--- config.mk ---
export PLATFORM = sky130hd
export DESIGN_NAME = pin_puk_access_controller_top_flat
export DESIGN_NICKNAME = d
export VERILOG_FILES = /design/src/hw/rtl/ppac_pkg.sv /design/src/hw/rtl/ppac_cmd_if.sv /design/src/hw/rtl/ppac_rsp_if.sv /design/src/hw/rtl/ppac_cfg_if.sv /design/src/hw/rtl/ppac_front.sv /design/src/hw/rtl/ppac_queue.sv /design/src/hw/rtl/ppac_tea.sv /design/src/hw/rtl/ppac_back.sv /design/src/hw/rtl/pin_puk_access_controller_top.sv /design/src/flat_wrapper.sv
export VERILOG_INCLUDE_DIRS = /design/src /design/src/hw/rtl
export SDC_FILE = /design/constraint.sdc
export NUM_CORES = 1
export LEC_CHECK = 0
export ABC_AREA = 1
export CORE_MARGIN = 2
export CORE_UTILIZATION = 30
export CTS_CLUSTER_DIAMETER = 120
export DETAILED_ROUTE_END_ITERATION = 8
export DONT_BUFFER_PORTS = 1
export GPL_TIMING_DRIVEN = 0
export PLACE_DENSITY_LB_ADDON = 0.25
export SLEW_MARGIN = 0
export SYNTH_ARGS = -nofsm -noshare
export SYNTH_HDL_FRONTEND = slang
export SYNTH_SLANG_ARGS = --single-unit
--- constraint.sdc ---
create_clock -name clk_i -period 22.2 [get_ports clk_i]
set_input_delay 5.55 -clock clk_i [delete_from_list [all_inputs] [get_ports clk_i]]
set_output_delay 5.55 -clock clk_i [all_outputs]
set_load 0.005 [all_outputs]
--- src/hw/rtl/pin_puk_access_controller_top_defines.svh ---
// ---------------------------------------------------------------------------
// PIN/PUK access controller: assertion macros
// Shared assertion forms, clocked on clk_i and held off while rst_ni is low.
// ---------------------------------------------------------------------------
`ifndef PIN_PUK_ACCESS_CONTROLLER_TOP_DEFINES_SVH
`define PIN_PUK_ACCESS_CONTROLLER_TOP_DEFINES_SVH

// Property that must hold at every clock edge out of reset
`define PPAC_ASSERT(lbl, prop, msg) \
  lbl: assert property (@(posedge clk_i) disable iff (!rst_ni) (prop)) else $error(msg);

// Antecedent in one cycle implies consequent in the next
`define PPAC_ASSERT_NEXT(lbl, ante, cons, msg) \
  lbl: assert property (@(posedge clk_i) disable iff (!rst_ni) (ante) |=> (cons)) \
    else $error(msg);

`endif

--- src/hw/rtl/ppac_pkg.sv ---
// ---------------------------------------------------------------------------
// PIN/PUK access controller package
// Command codes, lock states, status codes and the queue/cipher-unit records.
// ---------------------------------------------------------------------------
package ppac_pkg;

  // Field widths
  localparam int unsigned CODE_BYTES = 8;
  localparam int unsigned CODE_W     = 8 * CODE_BYTES;
  localparam int unsigned LEN_W      = 5;
  localparam int unsigned TRIES_W    = 4;
  localparam int unsigned STATUS_W   = 3;

  // Header codes
  localparam logic [7:0] CLA_OK      = 8'hA0;
  localparam logic [7:0] INS_VERIFY  = 8'h20;
  localparam logic [7:0] INS_CHANGE  = 8'h24;
  localparam logic [7:0] INS_UNBLOCK = 8'h2C;
  localparam logic [7:0] INS_SETPUK  = 8'h40;

  // Cipher constants
  localparam int unsigned TEA_ROUNDS  = 32;
  localparam int unsigned RND_W       = $clog2(TEA_ROUNDS);
  localparam logic [31:0] TEA_DELTA   = 32'h9E3779B9;
  localparam logic [31:0] TEA_V0_INIT = 32'd1;
  localparam logic [31:0] TEA_V1_INIT = 32'd2;

  // PIN after set PUK: all ASCII '0'
  localparam logic [CODE_W-1:0] ZERO_PIN = {CODE_BYTES{8'h30}};

  localparam logic [TRIES_W-1:0] RETRY_RESET = 4'd3;

  typedef enum logic [1:0] {
    LS_VIRGIN   = 2'd0,
    LS_LOCKED   = 2'd1,
    LS_UNLOCKED = 2'd2,
    LS_BLOCKED  = 2'd3
  } lock_state_e;

  typedef enum logic [STATUS_W-1:0] {
    STS_OK        = 3'd0,
    STS_BAD_STATE = 3'd1,
    STS_BAD_LEN   = 3'd2,
    STS_BAD_PIN   = 3'd3,
    STS_BAD_PUK   = 3'd4,
    STS_BAD_CLASS = 3'd5
  } status_e;

  // Command class as decided by the front end
  typedef enum logic [2:0] {
    OP_BAD_CLASS,
    OP_BAD_INS,
    OP_VERIFY,
    OP_CHANGE,
    OP_UNBLOCK,
    OP_SETPUK
  } op_e;

  typedef enum logic {
    BK_IDLE,
    BK_CIPHER
  } back_state_e;

  // Queue entry
  typedef struct packed {
    op_e               op;
    logic              len_ok;
    logic [CODE_W-1:0] first_code;
    logic [CODE_W-1:0] second_code;
  } cmd_t;

  // Cipher unit request and response
  typedef struct packed {
    logic              start;
    logic [CODE_W-1:0] puk;
  } tea_req_t;

  typedef struct packed {
    logic              done;
    logic [CODE_W-1:0] cipher;
  } tea_rsp_t;

  // Data length a command must declare
  function automatic logic [LEN_W-1:0] op_need_len(op_e op);
    logic [LEN_W-1:0] need;
    case (op) inside
      OP_CHANGE, OP_UNBLOCK: need = LEN_W'(2 * CODE_BYTES);
      default:               need = LEN_W'(CODE_BYTES);
    endcase
    return need;
  endfunction

  // Lock state a command must find
  function automatic lock_state_e op_need_state(op_e op);
    lock_state_e need;
    unique case (op)
      OP_VERIFY:  need = LS_LOCKED;
      OP_CHANGE:  need = LS_UNLOCKED;
      OP_UNBLOCK: need = LS_BLOCKED;
      default:    need = LS_VIRGIN;
    endcase
    return need;
  endfunction

endpackage

--- src/hw/rtl/ppac_cmd_if.sv ---
// ---------------------------------------------------------------------------
// Command channel
// Valid/ready channel carrying one card command per beat.
// ---------------------------------------------------------------------------
interface ppac_cmd_if;
  logic                        valid;
  logic                        ready;
  logic [7:0]                  class_byte;
  logic [7:0]                  command;
  logic [7:0]                  length_byte;
  logic [ppac_pkg::CODE_W-1:0] first_code;
  logic [ppac_pkg::CODE_W-1:0] second_code;

  modport source (
    output valid, class_byte, command, length_byte, first_code, second_code,
    input  ready
  );
  modport sink (
    input  valid, class_byte, command, length_byte, first_code, second_code,
    output ready
  );
endinterface

--- src/hw/rtl/ppac_rsp_if.sv ---
// ---------------------------------------------------------------------------
// Response channel
// Valid/ready channel carrying one command result per beat.
// ---------------------------------------------------------------------------
interface ppac_rsp_if;
  logic                          valid;
  logic                          ready;
  logic [ppac_pkg::STATUS_W-1:0] status;
  logic [ppac_pkg::LEN_W-1:0]    expected_length;
  logic [ppac_pkg::TRIES_W-1:0]  tries_remaining;
  logic                          data_accepted;

  modport source (
    output valid, status, expected_length, tries_remaining, data_accepted,
    input  ready
  );
  modport sink (
    input  valid, status, expected_length, tries_remaining, data_accepted,
    output ready
  );
endinterface

--- src/hw/rtl/ppac_cfg_if.sv ---
// ---------------------------------------------------------------------------
// Configuration channel
// Valid/ready write channel for the retry limit register.
// ---------------------------------------------------------------------------
interface ppac_cfg_if;
  logic                         valid;
  logic                         ready;
  logic [ppac_pkg::TRIES_W-1:0] retry_limit;

  modport source (output valid, retry_limit, input ready);
  modport sink   (input valid, retry_limit, output ready);
endinterface

--- src/hw/rtl/ppac_front.sv ---
// ---------------------------------------------------------------------------
// PIN/PUK access controller front end
// Accepts command beats, decodes class and instruction, checks the declared
// length and pushes a classified entry into the command queue.
// ---------------------------------------------------------------------------
module ppac_front (
  ppac_cmd_if.sink         cmd_i,
  input  logic             q_full_i,
  output logic             push_o,
  output ppac_pkg::cmd_t   entry_o
);

  ppac_pkg::op_e op;

  // Class and instruction decode
  always_comb begin
    if (cmd_i.class_byte != ppac_pkg::CLA_OK) begin
      op = ppac_pkg::OP_BAD_CLASS;
    end else begin
      unique case (cmd_i.command)
        ppac_pkg::INS_VERIFY:  op = ppac_pkg::OP_VERIFY;
        ppac_pkg::INS_CHANGE:  op = ppac_pkg::OP_CHANGE;
        ppac_pkg::INS_UNBLOCK: op = ppac_pkg::OP_UNBLOCK;
        ppac_pkg::INS_SETPUK:  op = ppac_pkg::OP_SETPUK;
        default:               op = ppac_pkg::OP_BAD_INS;
      endcase
    end
  end

  // Entry build; the length only matters for a known instruction
  always_comb begin
    entry_o.op          = op;
    entry_o.len_ok      = (cmd_i.length_byte == 8'(ppac_pkg::op_need_len(op)));
    entry_o.first_code  = cmd_i.first_code;
    entry_o.second_code = cmd_i.second_code;
  end

  // Handshake: take a beat whenever the queue has room
  assign cmd_i.ready = !q_full_i;
  assign push_o      = cmd_i.valid && !q_full_i;

endmodule

--- src/hw/rtl/ppac_queue.sv ---
// ---------------------------------------------------------------------------
// PIN/PUK access controller command queue
// Small FIFO of classified commands between the front end and the back end.
// ---------------------------------------------------------------------------
`include "pin_puk_access_controller_top_defines.svh"

module ppac_queue #(
  parameter int unsigned DEPTH = 2
) (
  input  logic           clk_i,
  input  logic           rst_ni,
  input  logic           push_i,
  input  ppac_pkg::cmd_t data_i,
  output logic           full_o,
  input  logic           pop_i,
  output ppac_pkg::cmd_t data_o,
  output logic           valid_o
);

  localparam int unsigned PW = $clog2(DEPTH);
  localparam int unsigned CW = $clog2(DEPTH + 1);

  ppac_pkg::cmd_t  mem_q [DEPTH];
  logic [PW-1:0]   wr_ptr_q, wr_ptr_d;
  logic [PW-1:0]   rd_ptr_q, rd_ptr_d;
  logic [CW-1:0]   cnt_q, cnt_d;

  // Entry storage
  always_ff @(posedge clk_i) begin
    if (push_i) begin
      mem_q[wr_ptr_q] <= data_i;
    end
  end

  // Pointer and occupancy update
  always_comb begin
    wr_ptr_d = wr_ptr_q;
    rd_ptr_d = rd_ptr_q;
    cnt_d    = cnt_q;
    if (push_i) begin
      wr_ptr_d = (wr_ptr_q == PW'(DEPTH - 1)) ? '0 : wr_ptr_q + 1'b1;
    end
    if (pop_i) begin
      rd_ptr_d = (rd_ptr_q == PW'(DEPTH - 1)) ? '0 : rd_ptr_q + 1'b1;
    end
    case ({push_i, pop_i})
      2'b10:   cnt_d = cnt_q + 1'b1;
      2'b01:   cnt_d = cnt_q - 1'b1;
      default: cnt_d = cnt_q;
    endcase
  end

  always_ff @(posedge clk_i or negedge rst_ni) begin
    if (!rst_ni) begin
      wr_ptr_q <= '0;
      rd_ptr_q <= '0;
      cnt_q    <= '0;
    end else begin
      wr_ptr_q <= wr_ptr_d;
      rd_ptr_q <= rd_ptr_d;
      cnt_q    <= cnt_d;
    end
  end

  assign data_o  = mem_q[rd_ptr_q];
  assign valid_o = (cnt_q != '0);
  assign full_o  = (cnt_q == CW'(DEPTH));

  // Checks
  `PPAC_ASSERT(a_q_no_underflow, !pop_i || (cnt_q != '0), "queue popped while empty")
  `PPAC_ASSERT_NEXT(a_q_count_step, push_i && !pop_i, cnt_q == $past(cnt_q) + 1'b1, "queue count did not follow a push")

endmodule

--- src/hw/rtl/ppac_tea.sv ---
// ---------------------------------------------------------------------------
// PIN/PUK access controller cipher unit
// Iterative TEA encryption of the block {1,2} under a key built from the PUK,
// one full round per cycle.
// ---------------------------------------------------------------------------
`include "pin_puk_access_controller_top_defines.svh"

module ppac_tea (
  input  logic               clk_i,
  input  logic               rst_ni,
  input  ppac_pkg::tea_req_t req_i,
  output ppac_pkg::tea_rsp_t rsp_o
);

  logic                       busy_q, done_q;
  logic [ppac_pkg::RND_W-1:0] rnd_q;
  logic [31:0]                v0_q, v1_q, sum_q;
  logic [3:0][31:0]           k_q;
  logic [3:0][31:0]           k_d;
  logic [31:0]                sum_n, v0_n, v1_n;

  // Key words: k[i] = b[2i] * 65536 + b[2i+1], b0 the top byte
  always_comb begin
    for (int i = 0; i < 4; i++) begin
      k_d[i] = {8'h00, req_i.puk[ppac_pkg::CODE_W-1-16*i -: 8],
                8'h00, req_i.puk[ppac_pkg::CODE_W-9-16*i -: 8]};
    end
  end

  // One round
  always_comb begin
    sum_n = sum_q + ppac_pkg::TEA_DELTA;
    v0_n  = v0_q + (((v1_q << 4) + k_q[0]) ^ (v1_q + sum_n) ^ ((v1_q >> 5) + k_q[1]));
    v1_n  = v1_q + (((v0_n << 4) + k_q[2]) ^ (v0_n + sum_n) ^ ((v0_n >> 5) + k_q[3]));
  end

  // Round control
  always_ff @(posedge clk_i or negedge rst_ni) begin
    if (!rst_ni) begin
      busy_q <= 1'b0;
      done_q <= 1'b0;
      rnd_q  <= '0;
    end else if (req_i.start) begin
      busy_q <= 1'b1;
      done_q <= 1'b0;
      rnd_q  <= '0;
    end else if (busy_q) begin
      rnd_q <= rnd_q + 1'b1;
      if (rnd_q == ppac_pkg::RND_W'(ppac_pkg::TEA_ROUNDS - 1)) begin
        busy_q <= 1'b0;
        done_q <= 1'b1;
      end
    end
  end

  // Cipher state
  always_ff @(posedge clk_i) begin
    if (req_i.start) begin
      v0_q  <= ppac_pkg::TEA_V0_INIT;
      v1_q  <= ppac_pkg::TEA_V1_INIT;
      sum_q <= '0;
      k_q   <= k_d;
    end else if (busy_q) begin
      v0_q  <= v0_n;
      v1_q  <= v1_n;
      sum_q <= sum_n;
    end
  end

  assign rsp_o.done   = done_q;
  assign rsp_o.cipher = {v0_q, v1_q};

  // Checks
  `PPAC_ASSERT(a_tea_no_restart, !(req_i.start && busy_q), "cipher started while busy")
  `PPAC_ASSERT(a_tea_full_rounds, !$rose(done_q) || ($past(rnd_q) == ppac_pkg::RND_W'(ppac_pkg::TEA_ROUNDS - 1)), "cipher finished early")

endmodule

--- src/hw/rtl/ppac_back.sv ---
// ---------------------------------------------------------------------------
// PIN/PUK access controller back end
// Pops classified commands, checks lock state and length, compares codes,
// drives the cipher unit and updates PIN, PUK cipher, counter and lock state.
// Results go out through a registered response slot.
// ---------------------------------------------------------------------------
`include "pin_puk_access_controller_top_defines.svh"

module ppac_back (
  input  logic               clk_i,
  input  logic               rst_ni,
  ppac_cfg_if.sink           cfg_i,
  input  ppac_pkg::cmd_t     head_i,
  input  logic               head_valid_i,
  output logic               pop_o,
  output ppac_pkg::tea_req_t tea_req_o,
  input  ppac_pkg::tea_rsp_t tea_rsp_i,
  ppac_rsp_if.source         rsp_o
);

  ppac_pkg::back_state_e          bk_state_q, bk_state_d;
  ppac_pkg::lock_state_e          lock_q, lock_d;
  logic [ppac_pkg::TRIES_W-1:0]   tries_q, tries_d;
  logic [ppac_pkg::TRIES_W-1:0]   limit_q;
  logic [ppac_pkg::CODE_W-1:0]    pin_q, pin_d;
  logic [ppac_pkg::CODE_W-1:0]    cipher_q, cipher_d;
  ppac_pkg::op_e                  pend_op_q;
  logic [ppac_pkg::CODE_W-1:0]    pend_pin_q;

  logic                           out_valid_q, out_valid_d;
  ppac_pkg::status_e              out_status_q, res_status;
  logic [ppac_pkg::LEN_W-1:0]     out_len_q, res_len;
  logic [ppac_pkg::TRIES_W-1:0]   out_tries_q, res_tries;
  logic                           out_acc_q, res_acc;

  logic                           slot_free;
  logic                           load;
  logic                           capture;
  logic                           pin_match;
  logic [ppac_pkg::TRIES_W-1:0]   tries_dec;

  assign slot_free = !out_valid_q || rsp_o.ready;
  assign pin_match = (head_i.first_code == pin_q);
  assign tries_dec = (tries_q != '0) ? tries_q - 1'b1 : '0;

  // Next state
  always_comb begin
    bk_state_d = bk_state_q;
    unique case (bk_state_q)
      ppac_pkg::BK_IDLE:   if (tea_req_o.start) bk_state_d = ppac_pkg::BK_CIPHER;
      ppac_pkg::BK_CIPHER: if (load) bk_state_d = ppac_pkg::BK_IDLE;
      default:             bk_state_d = ppac_pkg::BK_IDLE;
    endcase
  end

  // Command execution and result build
  always_comb begin
    pop_o           = 1'b0;
    tea_req_o.start = 1'b0;
    tea_req_o.puk   = head_i.first_code;
    capture         = 1'b0;
    load            = 1'b0;
    res_status      = ppac_pkg::STS_OK;
    res_len         = '0;
    res_tries       = '0;
    res_acc         = 1'b0;
    lock_d          = lock_q;
    tries_d         = tries_q;
    pin_d           = pin_q;
    cipher_d        = cipher_q;
    unique case (bk_state_q)
      ppac_pkg::BK_IDLE: begin
        if (head_valid_i && slot_free) begin
          pop_o = 1'b1;
          if (head_i.op == ppac_pkg::OP_BAD_CLASS) begin
            load       = 1'b1;
            res_status = ppac_pkg::STS_BAD_CLASS;
          end else if (head_i.op == ppac_pkg::OP_BAD_INS) begin
            load       = 1'b1;
            res_status = ppac_pkg::STS_BAD_STATE;
          end else if (lock_q != ppac_pkg::op_need_state(head_i.op)) begin
            load       = 1'b1;
            res_status = ppac_pkg::STS_BAD_STATE;
          end else if (!head_i.len_ok) begin
            load       = 1'b1;
            res_status = ppac_pkg::STS_BAD_LEN;
            res_len    = ppac_pkg::op_need_len(head_i.op);
          end else begin
            res_acc = 1'b1;
            unique case (head_i.op) inside
              ppac_pkg::OP_VERIFY, ppac_pkg::OP_CHANGE: begin
                load = 1'b1;
                if (!pin_match) begin
                  // wrong PIN: spend a try, block at zero
                  tries_d    = tries_dec;
                  res_status = ppac_pkg::STS_BAD_PIN;
                  res_tries  = tries_dec;
                  if (tries_dec == '0) lock_d = ppac_pkg::LS_BLOCKED;
                end else if (head_i.op == ppac_pkg::OP_VERIFY) begin
                  lock_d = ppac_pkg::LS_UNLOCKED;
                end else begin
                  tries_d = limit_q;
                  pin_d   = head_i.second_code;
                end
              end
              ppac_pkg::OP_SETPUK, ppac_pkg::OP_UNBLOCK: begin
                tea_req_o.start = 1'b1;
                capture         = 1'b1;
              end
              default: ;
            endcase
          end
        end
      end
      ppac_pkg::BK_CIPHER: begin
        if (tea_rsp_i.done && slot_free) begin
          load    = 1'b1;
          res_acc = 1'b1;
          if (pend_op_q == ppac_pkg::OP_SETPUK) begin
            cipher_d = tea_rsp_i.cipher;
            pin_d    = ppac_pkg::ZERO_PIN;
            tries_d  = limit_q;
            lock_d   = ppac_pkg::LS_LOCKED;
          end else if (tea_rsp_i.cipher == cipher_q) begin
            pin_d   = pend_pin_q;
            tries_d = limit_q;
            lock_d  = ppac_pkg::LS_LOCKED;
          end else begin
            res_status = ppac_pkg::STS_BAD_PUK;
          end
        end
      end
      default: ;
    endcase
  end

  // Response slot: free when empty or being taken this cycle
  always_comb begin
    if (load) begin
      out_valid_d = 1'b1;
    end else if (rsp_o.ready) begin
      out_valid_d = 1'b0;
    end else begin
      out_valid_d = out_valid_q;
    end
  end

  // Control registers
  always_ff @(posedge clk_i or negedge rst_ni) begin
    if (!rst_ni) begin
      bk_state_q  <= ppac_pkg::BK_IDLE;
      lock_q      <= ppac_pkg::LS_VIRGIN;
      tries_q     <= '0;
      limit_q     <= ppac_pkg::RETRY_RESET;
      out_valid_q <= 1'b0;
    end else begin
      bk_state_q  <= bk_state_d;
      lock_q      <= lock_d;
      tries_q     <= tries_d;
      out_valid_q <= out_valid_d;
      if (cfg_i.valid) begin
        limit_q <= cfg_i.retry_limit;
      end
    end
  end

  // Stored codes, pending command and result payload
  always_ff @(posedge clk_i) begin
    pin_q    <= pin_d;
    cipher_q <= cipher_d;
    if (capture) begin
      pend_op_q  <= head_i.op;
      pend_pin_q <= head_i.second_code;
    end
    if (load) begin
      out_status_q <= res_status;
      out_len_q    <= res_len;
      out_tries_q  <= res_tries;
      out_acc_q    <= res_acc;
    end
  end

  assign cfg_i.ready           = 1'b1;
  assign rsp_o.valid           = out_valid_q;
  assign rsp_o.status          = out_status_q;
  assign rsp_o.expected_length = out_len_q;
  assign rsp_o.tries_remaining = out_tries_q;
  assign rsp_o.data_accepted   = out_acc_q;

  // Checks
  `PPAC_ASSERT_NEXT(a_bk_hold_in_cipher, (bk_state_q == ppac_pkg::BK_CIPHER) && !tea_rsp_i.done, $stable(lock_q) && $stable(tries_q), "card state moved while cipher runs")
  `PPAC_ASSERT_NEXT(a_bk_blocked_exit, lock_q == ppac_pkg::LS_BLOCKED, (lock_q == ppac_pkg::LS_BLOCKED) || (lock_q == ppac_pkg::LS_LOCKED), "blocked card left by a path other than unblock")

endmodule

--- src/hw/rtl/pin_puk_access_controller_top.sv ---
// ---------------------------------------------------------------------------
// PIN/PUK access controller top level
// Front end, command queue, back end and cipher unit.
// ---------------------------------------------------------------------------
// Verify, change and rejected commands are answered through the queue and
// the registered response slot. Set PUK and unblock also wait for the cipher
// unit (one TEA round per cycle, 32 rounds). Non-cipher beats are taken one
// per cycle while responses are taken; set PUK or unblock holds the back end
// until the cipher is done. Reset: lock state virgin, counter 0, retry limit 3.
module pin_puk_access_controller_top #(
  parameter int unsigned QUEUE_DEPTH = 2
) (
  input  logic       clk_i,
  input  logic       rst_ni,
  ppac_cmd_if.sink   cmd_i,
  ppac_cfg_if.sink   cfg_i,
  ppac_rsp_if.source rsp_o
);

  logic               push;
  logic               q_full;
  logic               pop;
  logic               head_valid;
  ppac_pkg::cmd_t     entry;
  ppac_pkg::cmd_t     head;
  ppac_pkg::tea_req_t tea_req;
  ppac_pkg::tea_rsp_t tea_rsp;

  // Classify incoming commands
  ppac_front u_front (
    .cmd_i    (cmd_i),
    .q_full_i (q_full),
    .push_o   (push),
    .entry_o  (entry)
  );

  // Decoupling queue
  ppac_queue #(
    .DEPTH (QUEUE_DEPTH)
  ) u_queue (
    .clk_i   (clk_i),
    .rst_ni  (rst_ni),
    .push_i  (push),
    .data_i  (entry),
    .full_o  (q_full),
    .pop_i   (pop),
    .data_o  (head),
    .valid_o (head_valid)
  );

  // PUK cipher
  ppac_tea u_tea (
    .clk_i  (clk_i),
    .rst_ni (rst_ni),
    .req_i  (tea_req),
    .rsp_o  (tea_rsp)
  );

  // Execute commands
  ppac_back u_back (
    .clk_i        (clk_i),
    .rst_ni       (rst_ni),
    .cfg_i        (cfg_i),
    .head_i       (head),
    .head_valid_i (head_valid),
    .pop_o        (pop),
    .tea_req_o    (tea_req),
    .tea_rsp_i    (tea_rsp),
    .rsp_o        (rsp_o)
  );

endmodule
--- src/flat_wrapper.sv ---
// flat-port wrapper written by rule: the top's interface ports become plain ports
module pin_puk_access_controller_top_flat 
#(
  parameter int unsigned QUEUE_DEPTH = 2
)
  (clk_i, rst_ni, cmd_i_valid, cmd_i_class_byte, cmd_i_command, cmd_i_length_byte, cmd_i_first_code, cmd_i_second_code, cmd_i_ready, cfg_i_valid, cfg_i_retry_limit, cfg_i_ready, rsp_o_valid, rsp_o_status, rsp_o_expected_length, rsp_o_tries_remaining, rsp_o_data_accepted, rsp_o_ready);
  ppac_cmd_if cmd_i_i ();
  ppac_cfg_if cfg_i_i ();
  ppac_rsp_if rsp_o_i ();
  input  logic clk_i;
  input  logic rst_ni;
  input wire logic [$bits(cmd_i_i.valid)-1:0] cmd_i_valid;
  input wire logic [$bits(cmd_i_i.class_byte)-1:0] cmd_i_class_byte;
  input wire logic [$bits(cmd_i_i.command)-1:0] cmd_i_command;
  input wire logic [$bits(cmd_i_i.length_byte)-1:0] cmd_i_length_byte;
  input wire logic [$bits(cmd_i_i.first_code)-1:0] cmd_i_first_code;
  input wire logic [$bits(cmd_i_i.second_code)-1:0] cmd_i_second_code;
  output wire logic [$bits(cmd_i_i.ready)-1:0] cmd_i_ready;
  input wire logic [$bits(cfg_i_i.valid)-1:0] cfg_i_valid;
  input wire logic [$bits(cfg_i_i.retry_limit)-1:0] cfg_i_retry_limit;
  output wire logic [$bits(cfg_i_i.ready)-1:0] cfg_i_ready;
  output wire logic [$bits(rsp_o_i.valid)-1:0] rsp_o_valid;
  output wire logic [$bits(rsp_o_i.status)-1:0] rsp_o_status;
  output wire logic [$bits(rsp_o_i.expected_length)-1:0] rsp_o_expected_length;
  output wire logic [$bits(rsp_o_i.tries_remaining)-1:0] rsp_o_tries_remaining;
  output wire logic [$bits(rsp_o_i.data_accepted)-1:0] rsp_o_data_accepted;
  input wire logic [$bits(rsp_o_i.ready)-1:0] rsp_o_ready;
  assign cmd_i_i.valid = cmd_i_valid;
  assign cmd_i_i.class_byte = cmd_i_class_byte;
  assign cmd_i_i.command = cmd_i_command;
  assign cmd_i_i.length_byte = cmd_i_length_byte;
  assign cmd_i_i.first_code = cmd_i_first_code;
  assign cmd_i_i.second_code = cmd_i_second_code;
  assign cmd_i_ready = cmd_i_i.ready;
  assign cfg_i_i.valid = cfg_i_valid;
  assign cfg_i_i.retry_limit = cfg_i_retry_limit;
  assign cfg_i_ready = cfg_i_i.ready;
  assign rsp_o_valid = rsp_o_i.valid;
  assign rsp_o_status = rsp_o_i.status;
  assign rsp_o_expected_length = rsp_o_i.expected_length;
  assign rsp_o_tries_remaining = rsp_o_i.tries_remaining;
  assign rsp_o_data_accepted = rsp_o_i.data_accepted;
  assign rsp_o_i.ready = rsp_o_ready;
  pin_puk_access_controller_top #(.QUEUE_DEPTH(QUEUE_DEPTH)) u_core (.clk_i(clk_i), .rst_ni(rst_ni), .cmd_i(cmd_i_i), .cfg_i(cfg_i_i), .rsp_o(rsp_o_i));
endmodule
==> results_dict.tcl, run 1 <==
set metrics [dict create \
    fp.coreArea_mm2 0.124 \
    htreeDepth 3 \
    initial_core_util 0.302 \
    r2r_cells 44 \
    clk_pin_slew_ns 0.06 \
    grt_max_degree 73 \
    portBuffers 0 \
    drv_cap 0 \
    setup_viol 0 \
    wl_per_cell_um 21.0 \
    synth_edf_count 533 \
    finalNetCount 4481 \
    synthCells 4014 \
    status "finished clean" \
    final_antenna_net_count 0 \
    routed_via_density 4.75 \
    multiInputGateArea_mm2 0.0167 \
    rsz0062_at_grt "false" \
    cts.repair.resized 0 \
    worstSetupEndpointType "flip-flop" \
    route.detailed.drc 0 \
    tns_ns 0 \
    worstHoldStart "u_core.u_tea.v1_q[31]$_SDFFE_PP0P_" \
    cpMostUsedCell "nand2_1" \
    die_w_um 357 \
    fmax_ghz 0.0986 \
    critPathSlowestCell "xnor2_1" \
    crit_arrival_ns 10.72 \
    worstSetupPathType "flip-flop to flip-flop" \
    dp_slack_ns 12.29 \
    slew_headroom 0.125 \
    hold_path_class "flip-flop to flip-flop" \
    drt_iter0_markers 1882 \
    grt_use_total 0.189 \
    dieArea_mm2 0.127 \
    syn_area_mm2 0.0374 \
    post_cts.repair.setup_buffers 0 \
    wl_mm 122 \
    final_common_cell "nand2_1" \
    drive_gt1_frac 0.0678 \
    hold_viol 0 \
    clock_sinks 652 \
    cts_hold_buf 0 \
    yosys_warnings 0 \
    ys.flop_type "edfxtp_1" \
    grt_first_pass_wirelength_mm 176 \
    finClkSkew_ns 0.0620 \
    ys_seq_elements 652 \
    cts_tree "yes" \
    antenna_found_initial 4 \
    io_pins 177 \
    slew_viol_final 0 \
    critPathMaxFanout 5 \
    worstSetupStartpointType "flip-flop" \
    regArea_mm2 0.0185 \
    vias 27646 \
    die_h_um 357 \
    synth-seq-area-share 0.495 \
    overflow 0 \
    final_cell_mix "998 x nand2_1, 533 x edfxtp_1, 458 x inv_1, 277 x xor2_1, 233 x nor2_1" \
    num-fill-cells 12777 \
    rows 129 \
    crit_required_ns 22.78 \
    cpPeakStageDelay_ns 0.81 \
    clock_path_buffers 3 \
    fin_hold_ws_ns 0.423 \
    tightest_slew_ns 1.31 \
    clk_latency_ns 0.67 \
    avgSynthCellArea_um2 9.31 \
    post-route-period-util 0.457 \
    dp_hpwl_mm 100 \
    critPathLaunch "u_core.u_tea.sum_q[0]$_SDFFE_PP0P_" \
    cts-root-buf "clkbuf_16" \
    synthArstFlopShare 0.0353 \
    grt_pass1_vias 26818 \
    r2r-start "u_core.u_tea.sum_q[0]$_SDFFE_PP0P_" \
    first_pass_iters 8 \
    cts_buffers 73 \
    place.gp.congestion 0.951 \
    layout_setup_ws_ns 12.06 \
    syn2layout_area_growth_pct 13.2 \
    synth_cell_types 69 \
    hold_path_depth 0 \
    fin_crit_ns 10.14 \
]
flip-flops by register name, indices dropped and copies added (netlist names), 3 cells and up:
| name | flops |
|---|---|
| u_core.u_back.cipher_q | 64 |
| u_core.u_back.limit_q | 4 |
| u_core.u_back.pend_op_q | 3 |
| u_core.u_back.pend_pin_q | 64 |
| u_core.u_back.pin_q | 64 |
| u_core.u_back.rsp_o.status | 3 |
| u_core.u_back.rsp_o.tries_remaining | 4 |
| u_core.u_back.tries_q | 4 |
| u_core.u_queue.mem_q | 264 |
| u_core.u_tea.k_q | 64 |
| u_core.u_tea.rnd_q | 5 |
| u_core.u_tea.sum_q | 32 |
| u_core.u_tea.v0_q | 32 |
| u_core.u_tea.v1_q | 32 |
layer usage:
metal / GRT usage / part of all wire / up-vias
met1: 0.236 / 0.42 / 13004
met5: 0 / 0 / -
met2: 0.323 / 0.48 / 729
met3: 0.0341 / 0.060 / 166
met4: 0.0795 / 0.042 / 0
li1: - / - / 13747
final cells by class:
cell class              count  share of cell area
repair buffers             25             0.00920
diodes                      4            0.000237
plain buffers              84             0.00920
flip-flops and latches    652               0.438
multi-input cells        2797               0.395
inverters                 483              0.0430
well taps                1637              0.0484
clock inverters            39              0.0107
clock buffers              94              0.0468
logic make-up (layout without fill, tap and decap cells):
kind of cell | after synthesis | in the layout | synth area share
and+or+nand+nor | 1565 | 1565 | 0.176
DFF | 652 | 652 | 0.495
AOI/OAI and AO/OA | 601 | 601 | 0.0976
buffers and inverters | 567 | 725 | 0.0589
xor gates and xnor gates | 418 | 418 | 0.100
adders and majority gates | 204 | 204 | 0.0699
muxes | 5 | 5 | 0.00147
other | 2 | 8 | 0.000201
per-stage QoR:
step	util	area, µm²	instances
5_1_grt	0.342	42300	5815
2_1_floorplan	-	37400	4016
3_5_place_dp	0.322	39800	5678
6_report	0.342	42300	5815
3_3_place_gp	0.319	39400	5653
4_1_cts	0.342	42300	5811
worst max-delay path: cells and delay by family (launching register included):
| kind | cells | cell delay (ns) |
|---|---|---|
| compound gates | 15 | 3.60 |
| xor+xnor | 7 | 2.58 |
| fa+ha+maj | 5 | 1.71 |
| simple gates | 12 | 1.23 |
| buf+inv | 5 | 0.49 |
| flops | 1 | 0.41 |
synth_stat cells (18+ instances only):
| master | count | area share |
|---|---|---|
| nand2_1 | 998 | 0.10 |
| edfxtp_1 | 533 | 0.43 |
| inv_1 | 458 | 0.046 |
| xor2_1 | 277 | 0.065 |
| nor2_1 | 235 | 0.024 |
| a21oi_1 | 221 | 0.030 |
| ha_1 | 196 | 0.066 |
| xnor2_1 | 135 | 0.032 |
| o21ai_0 | 133 | 0.018 |
| nand3_1 | 122 | 0.016 |
| dfxtp_1 | 96 | 0.051 |
| clkbuf_1 | 58 | 0.0058 |
| o211ai_1 | 57 | 0.011 |
| nand4_1 | 54 | 0.0090 |
| a22o_1 | 48 | 0.011 |
| or2_2 | 31 | 0.0052 |
| nor4_1 | 26 | 0.0044 |
| inv_2 | 24 | 0.0024 |
| nor3_1 | 23 | 0.0031 |
| o21ai_1 | 23 | 0.0031 |
| o21bai_1 | 23 | 0.0046 |
| dfrtp_1 | 21 | 0.014 |
| a31oi_1 | 19 | 0.0032 |
| nand2_2 | 19 | 0.0032 |
| a211oi_1 | 18 | 0.0036 |
worst paths after layout:
kind	to	slack, ns
worst max-delay path	u_core.u_tea.v1_q[31]$_SDFFE_PP0P_	12.06
worst min-delay path	u_core.u_back.cipher_q[31]$_DFFE_PP_	0.42
worst max register to register	u_core.u_tea.v1_q[31]$_SDFFE_PP0P_	12.06
worst min register to register	u_core.u_back.cipher_q[31]$_DFFE_PP_	0.42
max in group asynchronous	u_core.u_back.limit_q[0]$_DFFE_PN1P_	17.39
min in group asynchronous	u_core.u_back.rsp_o.valid$_DFFE_PN0P_	4.60
Power of run 1 is left out: the tool's default activity adds up to more than one toggle a clock period on the data nets, which glitch-free logic cannot reach.
==> run 2: changes to the inputs <==
clock period = 10.1 ns   (was 22.2 ns; I/O delays follow)
==> results_dict.tcl, run 2 (synthesis results as in run 1) <==
set metrics [dict create \
    syn2layout_area_growth_pct 13.7 \
    drt_iter0_markers 1973 \
    clk_pin_slew_ns 0.06 \
    first_pass_iters 7 \
    grt_first_pass_wirelength_mm 176 \
    rows 129 \
    drive_gt1_frac 0.0751 \
    num-fill-cells 12763 \
    slew_viol_final 0 \
    vias 27726 \
    final_antenna_net_count 0 \
    critPathMaxFanout 5 \
    final_common_cell "nand2_1" \
    wl_mm 122 \
    r2r_cells 51 \
    cts-root-buf "clkbuf_16" \
    finClkSkew_ns 0.0617 \
    htreeDepth 3 \
    fin_area_mm2 0.0425 \
    portBuffers 0 \
    worstHoldStart "u_core.u_tea.v1_q[31]$_SDFFE_PP0P_" \
    r2r-end "u_core.u_tea.v1_q[31]$_SDFFE_PP0P_" \
    cpMostUsedCell "nand2_1" \
    cts_buffers 73 \
    overflow 0 \
    ff2ff_setup_slack_ns 0.64 \
    regMostFlops "u_core.u_queue.mem_q" \
    tns_ns 0 \
    status "finished clean" \
    tightest_slew_ns 1.34 \
    cpPeakStageDelay_ns 0.54 \
    die_w_um 357 \
    worstSetupEndpointType "flip-flop" \
    clk_latency_ns 0.67 \
    critPathSlowestCell "ha_1" \
    clock_path_buffers 3 \
    r2r-start "u_core.u_tea.sum_q[0]$_SDFFE_PP0P_" \
    finalNetCount 4490 \
    drv_cap 0 \
    grt_max_degree 73 \
    worstSetupStartpointType "flip-flop" \
    antenna_found_initial 4 \
    hold_path_class "flip-flop to flip-flop" \
    routed_via_density 4.76 \
    placed_cell_area_mm2 0.0398 \
    setup_viol 0 \
    placed_cells 5678 \
    clock_sinks 652 \
    die_h_um 357 \
    cts_tree "yes" \
    post-route-period-util 0.936 \
    io_pins 177 \
    place.gp.congestion 0.951 \
    initial_core_util 0.302 \
    endpoint "u_core.u_tea.v1_q[31]$_SDFFE_PP0P_" \
    final_cell_mix "993 x nand2_1, 533 x edfxtp_1, 458 x inv_1, 274 x xor2_1, 232 x nor2_1" \
    crit_arrival_ns 10.04 \
    worstSetupPathType "flip-flop to flip-flop" \
    critPathLaunch "u_core.u_tea.sum_q[0]$_SDFFE_PP0P_" \
    route.detailed.drc 0 \
    dieArea_mm2 0.127 \
    fp.coreArea_mm2 0.124 \
    grt_use_total 0.189 \
    slew_headroom 0.110 \
    fmax_ghz 0.106 \
    crit_required_ns 10.68 \
    largest_reg_flops 264 \
    wl_per_cell_um 21.0 \
    dp_hpwl_mm 100 \
    fin_crit_ns 9.46 \
    fin_hold_ws_ns 0.423 \
    hold_viol 0 \
    grt_pass1_vias 26818 \
    final_cells 5825 \
]
run 2: repair_timing:
action,4_1_cts,5_1_grt
gates resized for setup,0,27
setup buffers,0,9
endpoints found under the setup margin,0,5
hold buffers,0,0
run 2: metrics by stage:
step,worst slack [ns],util
floorplan,1.35,-
global placement,-2.55,0.319
detailed placement,0.191,0.322
CTS,0.0893,0.342
global route,-0.0202,0.344
finish,0.642,0.344
run 2: worst min-delay path by stage:
stage / slack (ns) / to / cells past startpoint
2_1_floorplan: 0.41 / u_core.u_back.cipher_q[31]$_DFFE_PP_ / 0
3_3_place_gp: 0.41 / u_core.u_back.cipher_q[31]$_DFFE_PP_ / 0
3_5_place_dp: 0.41 / u_core.u_back.cipher_q[31]$_DFFE_PP_ / 0
4_1_cts: 0.43 / u_core.u_back.cipher_q[31]$_DFFE_PP_ / 0
5_1_grt: 0.45 / u_core.u_back.cipher_q[31]$_DFFE_PP_ / 0
6_report: 0.42 / u_core.u_back.cipher_q[31]$_DFFE_PP_ / 0
run 2: routing by layer:
| metal | global-route usage | up-vias | share of wire |
|---|---|---|---|
| li1 | - | 13749 | - |
| met1 | 0.236 | 13063 | 0.42 |
| met2 | 0.323 | 740 | 0.48 |
| met3 | 0.0341 | 174 | 0.061 |
| met4 | 0.0795 | 0 | 0.043 |
| met5 | 0 | - | 0 |
run 2: worst max-delay path: cells and delay by family, from the launching register on:
| kind | cells | cell delay (ns) |
|---|---|---|
| xor+xnor | 7 | 1.71 |
| compound gates | 8 | 1.46 |
| flops | 1 | 0.36 |
| simple gates | 27 | 3.59 |
| fa+ha+maj | 5 | 1.84 |
| buf+inv | 4 | 0.38 |
run 2: area by class of cell:
type / instances / area [µm²] / share of cell area
antenna: 5 / 12.5 / 0.000295
buffer: 84 / 389 / 0.00916
clock buffer: 94 / 1980 / 0.0465
inverter: 483 / 1820 / 0.0428
tap: 1637 / 2050 / 0.0482
sequential: 652 / 18500 / 0.436
multi-input combinational: 2797 / 16800 / 0.396
clock inverter: 39 / 452 / 0.0106
timing repair buffer: 34 / 457 / 0.0108
Power of run 2 is left out for the same reason.
